`config.mk`:
```
export PLATFORM = sky130hd
export DESIGN_NAME = fast_atan2_approximation_flat
export DESIGN_NICKNAME = d
export VERILOG_FILES = /design/src/sv/fatan2_pkg.sv /design/src/sv/fatan2_req_if.sv /design/src/sv/fatan2_rsp_if.sv /design/src/sv/fast_atan2_approximation.sv /design/src/flat_wrapper.sv
export SDC_FILE = /design/constraint.sdc
export NUM_CORES = 2
export LEC_CHECK = 0
export BUFFER_PORTS_ARGS = -buffer_cell sky130_fd_sc_hd__buf_2
export CAP_MARGIN = 20
export CELL_PAD_IN_SITES_DETAIL_PLACEMENT = 1
export CELL_PAD_IN_SITES_GLOBAL_PLACEMENT = 2
export CORE_MARGIN = 10
export CORE_UTILIZATION = 48
export DETAILED_ROUTE_END_ITERATION = 6
export GPL_TIMING_DRIVEN = 0
export MAX_ROUTING_LAYER = met4
export PLACE_DENSITY = 0.88
export SLEW_MARGIN = 5
export SYNTH_ARGS = -nofsm -noshare
export SYNTH_HDL_FRONTEND = slang
export SYNTH_SLANG_ARGS = --single-unit
```
`constraint.sdc`:
```
create_clock -name clock -period 18.8 [get_ports clock]
set_input_delay 3.76 -clock clock [delete_from_list [all_inputs] [get_ports clock]]
set_output_delay 3.76 -clock clock [all_outputs]
set_load 0.005 [all_outputs]
```
`src/sv/fatan2_pkg.sv`:
```
// shared constants and types for the four-quadrant arctangent pipeline
// no dependencies; used by the channel interfaces and the top level
package fatan2_pkg;

   localparam int IN_WIDTH_DEF = 16;
   localparam int ANGLE_WIDTH  = 16;

   // ratio magnitude is unsigned q15 in 0..32768
   localparam int QUOT_WIDTH   = 16;
   localparam int DIV_STAGES   = QUOT_WIDTH;

   // polynomial intermediate widths
   localparam int P_WIDTH      = 14;
   localparam int T_WIDTH      = 14;
   localparam int F_WIDTH      = 14;

   // q15 coefficients
   localparam int K_PI_4_Q15   = 25736;
   localparam int K_C1_Q15     = 8018;
   localparam int K_C2_Q15     = 2173;
   localparam int K_ONE_Q15    = 32768;
   localparam int K_HALF_Q15   = 16384;
   localparam int K_HALF_Q17   = 65536;

   // q13 angles
   localparam int K_PI_2_Q13   = 12868;
   localparam int K_PI_Q13     = 25736;

   typedef struct packed {
      logic xneg;
      logic yneg;
      logic swap;
      logic num_nz;
      logic den_zero;
   } side_type;

endpackage

```
`src/sv/fatan2_req_if.sv`:
```
// request channel: one vector word (x, y) with valid/ready
// depends on fatan2_pkg for the default width
interface fatan2_req_if #(
   parameter int IN_WIDTH = fatan2_pkg::IN_WIDTH_DEF
);
   logic                       valid;
   logic                       ready;
   logic signed [IN_WIDTH-1:0] coord_x;
   logic signed [IN_WIDTH-1:0] coord_y;

   modport source (output valid, output coord_x, output coord_y, input ready);
   modport sink   (input valid, input coord_x, input coord_y, output ready);
endinterface

```
`src/sv/fatan2_rsp_if.sv`:
```
// response channel: one q13 angle word with valid/ready
// depends on fatan2_pkg for the angle width
interface fatan2_rsp_if;
   logic                                     valid;
   logic                                     ready;
   logic signed [fatan2_pkg::ANGLE_WIDTH-1:0] angle;

   modport source (output valid, output angle, input ready);
   modport sink   (input valid, input angle, output ready);
endinterface

```
`src/sv/fast_atan2_approximation.sv`:
```
// four-quadrant atan2 estimate, fully pipelined, 21 register stages
// throughput: one word per cycle unless rsp_chan.ready stalls the pipeline;
//   the 16-step restoring divider, one quotient bit per stage, sets the depth,
//   followed by three multiplier stages and a fixup
// reset: synchronous, clears every stage valid bit; data registers are not reset
module fast_atan2_approximation #(
   parameter int IN_WIDTH = fatan2_pkg::IN_WIDTH_DEF
) (
   input  logic                 clock,
   input  logic                 reset,
   fatan2_req_if.sink           req_chan,
   fatan2_rsp_if.source         rsp_chan
);
   import fatan2_pkg::*;

   localparam int W       = IN_WIDTH;
   localparam int S_PREP  = 0;
   localparam int S_POLYP = DIV_STAGES + 1;
   localparam int S_POLYT = DIV_STAGES + 2;
   localparam int S_POLYF = DIV_STAGES + 3;
   localparam int S_OUT   = DIV_STAGES + 4;
   localparam int NS      = S_OUT + 1;

   // stage control
   logic [NS-1:0] valid_ff;
   logic [NS:0]   adv;
   side_type      side_ff [NS];

   always_comb begin
      adv[NS] = rsp_chan.ready;
      for (int i = NS - 1; i >= 0; i--) begin
         adv[i] = !valid_ff[i] || adv[i+1];
      end
   end

   assign req_chan.ready = adv[0];

   always_ff @(posedge clock) begin
      if (reset) begin
         valid_ff <= '0;
      end else begin
         if (adv[0]) begin
            valid_ff[0] <= req_chan.valid;
         end
         for (int i = 1; i < NS; i++) begin
            if (adv[i]) begin
               valid_ff[i] <= valid_ff[i-1];
            end
         end
      end
   end

   // prep stage: magnitudes, octant swap, divider operands
   logic [W-1:0] raw_x, raw_y, mag_x, mag_y, num_in, den_in;
   side_type     side_in;

   always_comb begin
      raw_x            = req_chan.coord_x;
      raw_y            = req_chan.coord_y;
      mag_x            = raw_x[W-1] ? (~raw_x + W'(1)) : raw_x;
      mag_y            = raw_y[W-1] ? (~raw_y + W'(1)) : raw_y;
      side_in.xneg     = raw_x[W-1];
      side_in.yneg     = raw_y[W-1];
      side_in.swap     = mag_y > mag_x;
      num_in           = side_in.swap ? mag_x : mag_y;
      den_in           = side_in.swap ? mag_y : mag_x;
      side_in.num_nz   = num_in != '0;
      side_in.den_zero = den_in == '0;
   end

   // side info rides along with every stage
   always_ff @(posedge clock) begin
      if (adv[S_PREP]) begin
         side_ff[S_PREP] <= side_in;
      end
      for (int i = 1; i < NS; i++) begin
         if (adv[i]) begin
            side_ff[i] <= side_ff[i-1];
         end
      end
   end

   logic [W-1:0]          den_ff [DIV_STAGES+1];
   logic [W-1:0]          rem_ff [DIV_STAGES+1];
   logic [QUOT_WIDTH-1:0] quo_ff [DIV_STAGES+1];

   always_ff @(posedge clock) begin
      if (adv[S_PREP]) begin
         den_ff[0]       <= den_in;
         rem_ff[0]       <= num_in;
         quo_ff[0]       <= '0;
      end
   end

   // restoring divider, one quotient bit per stage, msb (weight 2^15) first
   for (genvar k = 1; k <= DIV_STAGES; k++) begin : g_div
      logic [W:0]   trial;
      logic         take;
      logic [W:0]   diff;
      logic [W-1:0] rem_in;

      always_comb begin
         if (k == 1) begin
            trial = {1'b0, rem_ff[k-1]};
         end else begin
            trial = {rem_ff[k-1], 1'b0};
         end
         diff   = trial - {1'b0, den_ff[k-1]};
         take   = trial >= {1'b0, den_ff[k-1]};
         rem_in = take ? diff[W-1:0] : trial[W-1:0];
      end

      always_ff @(posedge clock) begin
         if (adv[k]) begin
            den_ff[k] <= den_ff[k-1];
            rem_ff[k] <= rem_in;
            quo_ff[k] <= {quo_ff[k-1][QUOT_WIDTH-2:0], take};
         end
      end
   end

   // polynomial: p = c1 + round(c2 * a)
   logic [QUOT_WIDTH-1:0] a_p_ff, a_t_ff;
   logic [P_WIDTH-1:0]    p_ff;
   logic [26:0]           c2_sum;
   logic [P_WIDTH-1:0]    p_in;

   always_comb begin
      c2_sum = 27'(quo_ff[DIV_STAGES]) * 27'(K_C2_Q15) + 27'(K_HALF_Q15);
      p_in   = P_WIDTH'(K_C1_Q15) + P_WIDTH'(c2_sum[26:15]);
   end

   always_ff @(posedge clock) begin
      if (adv[S_POLYP]) begin
         a_p_ff <= quo_ff[DIV_STAGES];
         p_ff   <= p_in;
      end
   end

   // t = round((1 - a) * p)
   logic [T_WIDTH-1:0]    t_ff;
   logic [QUOT_WIDTH-1:0] one_minus;
   logic [28:0]           t_sum;

   always_comb begin
      one_minus = QUOT_WIDTH'(17'(K_ONE_Q15) - 17'(a_p_ff));
      t_sum     = 29'(one_minus) * 29'(p_ff) + 29'(K_HALF_Q15);
   end

   always_ff @(posedge clock) begin
      if (adv[S_POLYT]) begin
         a_t_ff <= a_p_ff;
         t_ff   <= t_sum[28:15];
      end
   end

   // f = round(a * (pi/4 + t)) in q13
   logic [F_WIDTH-1:0] f_ff;
   logic [15:0]        coef_sum;
   logic [31:0]        f_sum;

   always_comb begin
      coef_sum = 16'(K_PI_4_Q15) + 16'(t_ff);
      f_sum    = 32'(a_t_ff) * 32'(coef_sum) + 32'(K_HALF_Q17);
   end

   always_ff @(posedge clock) begin
      if (adv[S_POLYF]) begin
         f_ff <= f_sum[30:17];
      end
   end

   // quadrant fixup
   localparam logic signed [ANGLE_WIDTH-1:0] PI_2 = ANGLE_WIDTH'(K_PI_2_Q13);
   localparam logic signed [ANGLE_WIDTH-1:0] PI   = ANGLE_WIDTH'(K_PI_Q13);

   side_type                       side_f;
   logic signed [ANGLE_WIDTH-1:0]  fz, angle_in, angle_ff;

   always_comb begin
      side_f = side_ff[S_POLYF];
      fz     = $signed({{(ANGLE_WIDTH-F_WIDTH){1'b0}}, f_ff});
      if (side_f.num_nz && (side_f.xneg != side_f.yneg)) begin
         fz = -fz;
      end
      if (side_f.den_zero) begin
         angle_in = '0;
      end else if (side_f.swap) begin
         angle_in = (side_f.yneg ? -PI_2 : PI_2) - fz;
      end else if (side_f.xneg) begin
         angle_in = (side_f.yneg ? -PI : PI) + fz;
      end else begin
         angle_in = fz;
      end
   end

   always_ff @(posedge clock) begin
      if (adv[S_OUT]) begin
         angle_ff <= angle_in;
      end
   end

   assign rsp_chan.valid = valid_ff[S_OUT];
   assign rsp_chan.angle = angle_ff;

   // checks
   a_angle_range: assert property (@(posedge clock) disable iff (reset)
      rsp_chan.valid |-> ($signed(rsp_chan.angle) <= $signed(PI)
                          && $signed(rsp_chan.angle) >= -$signed(PI)))
      else $error("angle out of range");

   a_div_rem: assert property (@(posedge clock) disable iff (reset)
      (valid_ff[DIV_STAGES] && !side_ff[DIV_STAGES].den_zero)
         |-> (rem_ff[DIV_STAGES] < den_ff[DIV_STAGES]))
      else $error("divider remainder not below divisor");

   a_swap_ratio: assert property (@(posedge clock) disable iff (reset)
      (valid_ff[S_POLYP] && side_ff[S_POLYP].swap) |-> !a_p_ff[QUOT_WIDTH-1])
      else $error("swapped octant ratio reached one");

   a_reset_empty: assert property (@(posedge clock)
      $past(reset) |-> !rsp_chan.valid)
      else $error("response valid straight after reset");

endmodule
```
`src/flat_wrapper.sv`:
```
// flat-port wrapper written by rule: the top's interface ports become plain ports
module fast_atan2_approximation_flat import fatan2_pkg::*;
#(
   parameter int IN_WIDTH = fatan2_pkg::IN_WIDTH_DEF
)
  (clock, reset, req_chan_valid, req_chan_coord_x, req_chan_coord_y, req_chan_ready, rsp_chan_valid, rsp_chan_angle, rsp_chan_ready);
  fatan2_req_if #(.IN_WIDTH(IN_WIDTH)) req_chan_i ();
  fatan2_rsp_if rsp_chan_i ();
  input  logic clock;
  input  logic reset;
  input wire logic [$bits(req_chan_i.valid)-1:0] req_chan_valid;
  input wire logic [$bits(req_chan_i.coord_x)-1:0] req_chan_coord_x;
  input wire logic [$bits(req_chan_i.coord_y)-1:0] req_chan_coord_y;
  output wire logic [$bits(req_chan_i.ready)-1:0] req_chan_ready;
  output wire logic [$bits(rsp_chan_i.valid)-1:0] rsp_chan_valid;
  output wire logic [$bits(rsp_chan_i.angle)-1:0] rsp_chan_angle;
  input wire logic [$bits(rsp_chan_i.ready)-1:0] rsp_chan_ready;
  assign req_chan_i.valid = req_chan_valid;
  assign req_chan_i.coord_x = req_chan_coord_x;
  assign req_chan_i.coord_y = req_chan_coord_y;
  assign req_chan_ready = req_chan_i.ready;
  assign rsp_chan_valid = rsp_chan_i.valid;
  assign rsp_chan_angle = rsp_chan_i.angle;
  assign rsp_chan_i.ready = rsp_chan_ready;
  fast_atan2_approximation #(.IN_WIDTH(IN_WIDTH)) u_core (.clock(clock), .reset(reset), .req_chan(req_chan_i), .rsp_chan(rsp_chan_i));
endmodule
```
==> impl_results.md <==
- Status: complete, no violations
- Final Cycle Share: 0.699
- FF-to-FF Start: u_core.a_p_ff[0]
- Crit path cell chain: buf_2 > nor2b_1 > inv_2 > nor2_1 > nand3_2 > nor3_1 > and3_1 > nand3_2 > nor2_2 > nand4_1 > or2_2 > buf_12 > buf_2
- Max stage delay cell, worst path: nor3_1
- Post-synth EDFFs: approximately 840
- HP Class: reg -> reg
- Post-CTS sizing: 0
- Relative slew slack: 0.204
- FF+latch count, synth: 859
- Max clock buf depth: 3
- Synth area leader: edfxtp_1
- Clock sink count: approximately 860
- Buffers & Inverters on Critical Path: 4
- Non-Filler Instances: 7800
- Post-synthesis cell type count: 96
- Layout cells sized above 1: 0.0571
- Arrival time worst endpoint: between 9000 and 10000 ps
- CTS tree: built
- PnR worst setup slack: 5670 ps
- Htree depth: 3
- Hold Crit Start: u_core.quo_ff[0][133]
- Met3 Usage GRT: 0.0249
- Largest cells by area after synthesis: edfxtp_1 40%, fa_1 14%, ha_1 12%
- Die width: 382 microns
- Nets: 7057
- Delay-heaviest family, CP: simple AND/OR/NAND/NOR gates
- First-pass GRT wire length: about 260 mm
- Dpl ws: 5710 ps
- Routability Congestion: 0.877
- Core region area: 130000 sq um
- Synthesized netlist net count: 6886
- Drt wl/cell: just over 20 microns
- HPWL Detailed: 127 mm
- Final max-slew violation count: 0
- Post-CTS Hold Fix Bufs: 0
- Grt peak-use layer: met2
- Multi-input logic area: 33000 sq um
- Avg Cell Area, Syn: between 10 and 15 sq um
- Synth warn: 0
- Slew @ Worst Pin: 1190 ps
- Ys flop type: edfxtp_1
- Clock buffer count from CTS: 92
- Sequential area share after synthesis: 0.407
- Initial antenna violation count: 4
- Starting Density: 0.484
- Met2 Resource Use GR: 0.398
- Met1 Use GR: 0.278
- Synth Cell Area: 62800 sq um
- CP endpoint kind: output port
- Setup TNS: 0 ps
- Fillers: roughly 14000
- Most frequent cells in the layout: 997 x inv_1, 838 x edfxtp_1, 604 x ha_1
- Critical Path RT: 15040 ps
- Largest net degree at the start of global routing: 44
- Vias in the first global route: 46754
- DRC: 0
- Post-synth top area share: 0.401
- Area growth syn-to-layout: 9.74%
- Drt first-iter violations: 2074
- First-pass iteration count of the detailed router: 7
- Wirelength, routed: 162 mm
- CP Max Fanout: 38
- Total congestion overflow: 0
- Postcts setup bufs: 0
- DIE HEIGHT: 382 microns
- Crit path launch type: primary input
- Synthesized instance count: about 5800
- Slowest stage delay, CP: 780 ps
- Root Buffer: clkbuf_16
- Ys async rst share: 0
- Commonest non-fill, non-tap cell in the layout: inv_1
- Vias/cell: 5.44
- Setup CP Type: in -> out
- Ports: 54
- Setup Skew: between 40 and 50 ps
- DRT antenna net count: 0
- Worst Setup SP: rsp_chan_ready
- Placed insts: around 7600
- Final min period: 13130 ps
- Sequential Area: between 20000 and 30000 sq um
- IO buf count: 53
- Final Hold Viols: 0
- Vias: 42458
- Maxcap violations: 0
- Achievable Freq: ~0.076 GHz
- Final setup viols: 0
- RSZ-0062 raised after global routing: false
- Rows: 132
- Worst-skew pair later-pin latency: 720 ps
- GR Util All Layers: 0.229
- Die area: 146000 sq um
- Clk slew on worst S/H paths: around 60 ps
## per-layer routing
metal,part of all wire,wire [microns]
met5,0,0
met4,0.034,5430
met3,0.034,5470
met2,0.51,82000
met1,0.43,68900
## state kept, by name, summed over array words and instances (netlist names)
register	count
u_core.a_p_ff	16
u_core.a_t_ff	16
u_core.den_ff	256
u_core.f_ff	14
u_core.p_ff	14
u_core.quo_ff	136
u_core.rem_ff	256
u_core.rsp_chan.angle	16
u_core.side_ff	100
u_core.t_ff	14
u_core.valid_ff	21
## logic make-up after synthesis
family | count (synthesis) | share of synthesized area
buf+inv | 1129 | 0.0675
mux | 141 | 0.0247
compound gates | 857 | 0.0880
simple gates | 1541 | 0.119
xor+xnor | 241 | 0.0340
flops | 859 | 0.407
fa+ha+maj | 1041 | 0.260
## path summary, 6_finish.rpt
path / depth (start not counted) / end / slack, ps
worst min-delay path: 0 / u_core.quo_ff[0][150] / 390
worst max-delay path: 13 / req_chan_ready / 5670
worst max register to register: 30 / u_core.t_ff[7] / 9660
worst min register to register: 0 / u_core.quo_ff[0][150] / 390
## area by class of cell
cell class,count,area share
buffer,121,0.00662
multi-input combinational,3821,0.479
antenna,2,0.0000726
inverter,1008,0.0549
timing repair buffer,77,0.00978
clock buffer,106,0.0355
clock inverter,64,0.0113
sequential,859,0.371
tap,1742,0.0316
## Yosys cell counts (38+ instances only)
library cell	n
xnor2_1	138
nand2_1	510
ha_1	604
nand2b_1	63
mux2_1	55
a21boi_1	38
o21ai_0	126
nor2b_1	82
o21a_1	42
a21oi_1	225
mux2_2	55
nand3_1	61
nor3_1	86
and2_1	203
o31ai_1	39
inv_1	1001
xor2_1	101
nand4_1	51
nor2_1	337
a21o_1	46
fa_1	437
o21ai_1	93
edfxtp_1	838
clkbuf_1	118
## metrics by stage
| step | instance area, sq um | hold slack, ps | utilization |
|---|---|---|---|
| 2_1_floorplan | 62800 | 400 | - |
| 3_3_place_gp | 65300 | 401 | 0.503 |
| 3_5_place_dp | 65700 | 405 | 0.506 |
| 4_1_cts | 68900 | 384 | 0.531 |
| 5_1_grt | 68900 | 395 | 0.531 |
| 6_report | 68900 | 393 | 0.531 |
Power is not shown: default switching activity piles up to over one toggle a cycle in this logic, so the estimate is an artifact.
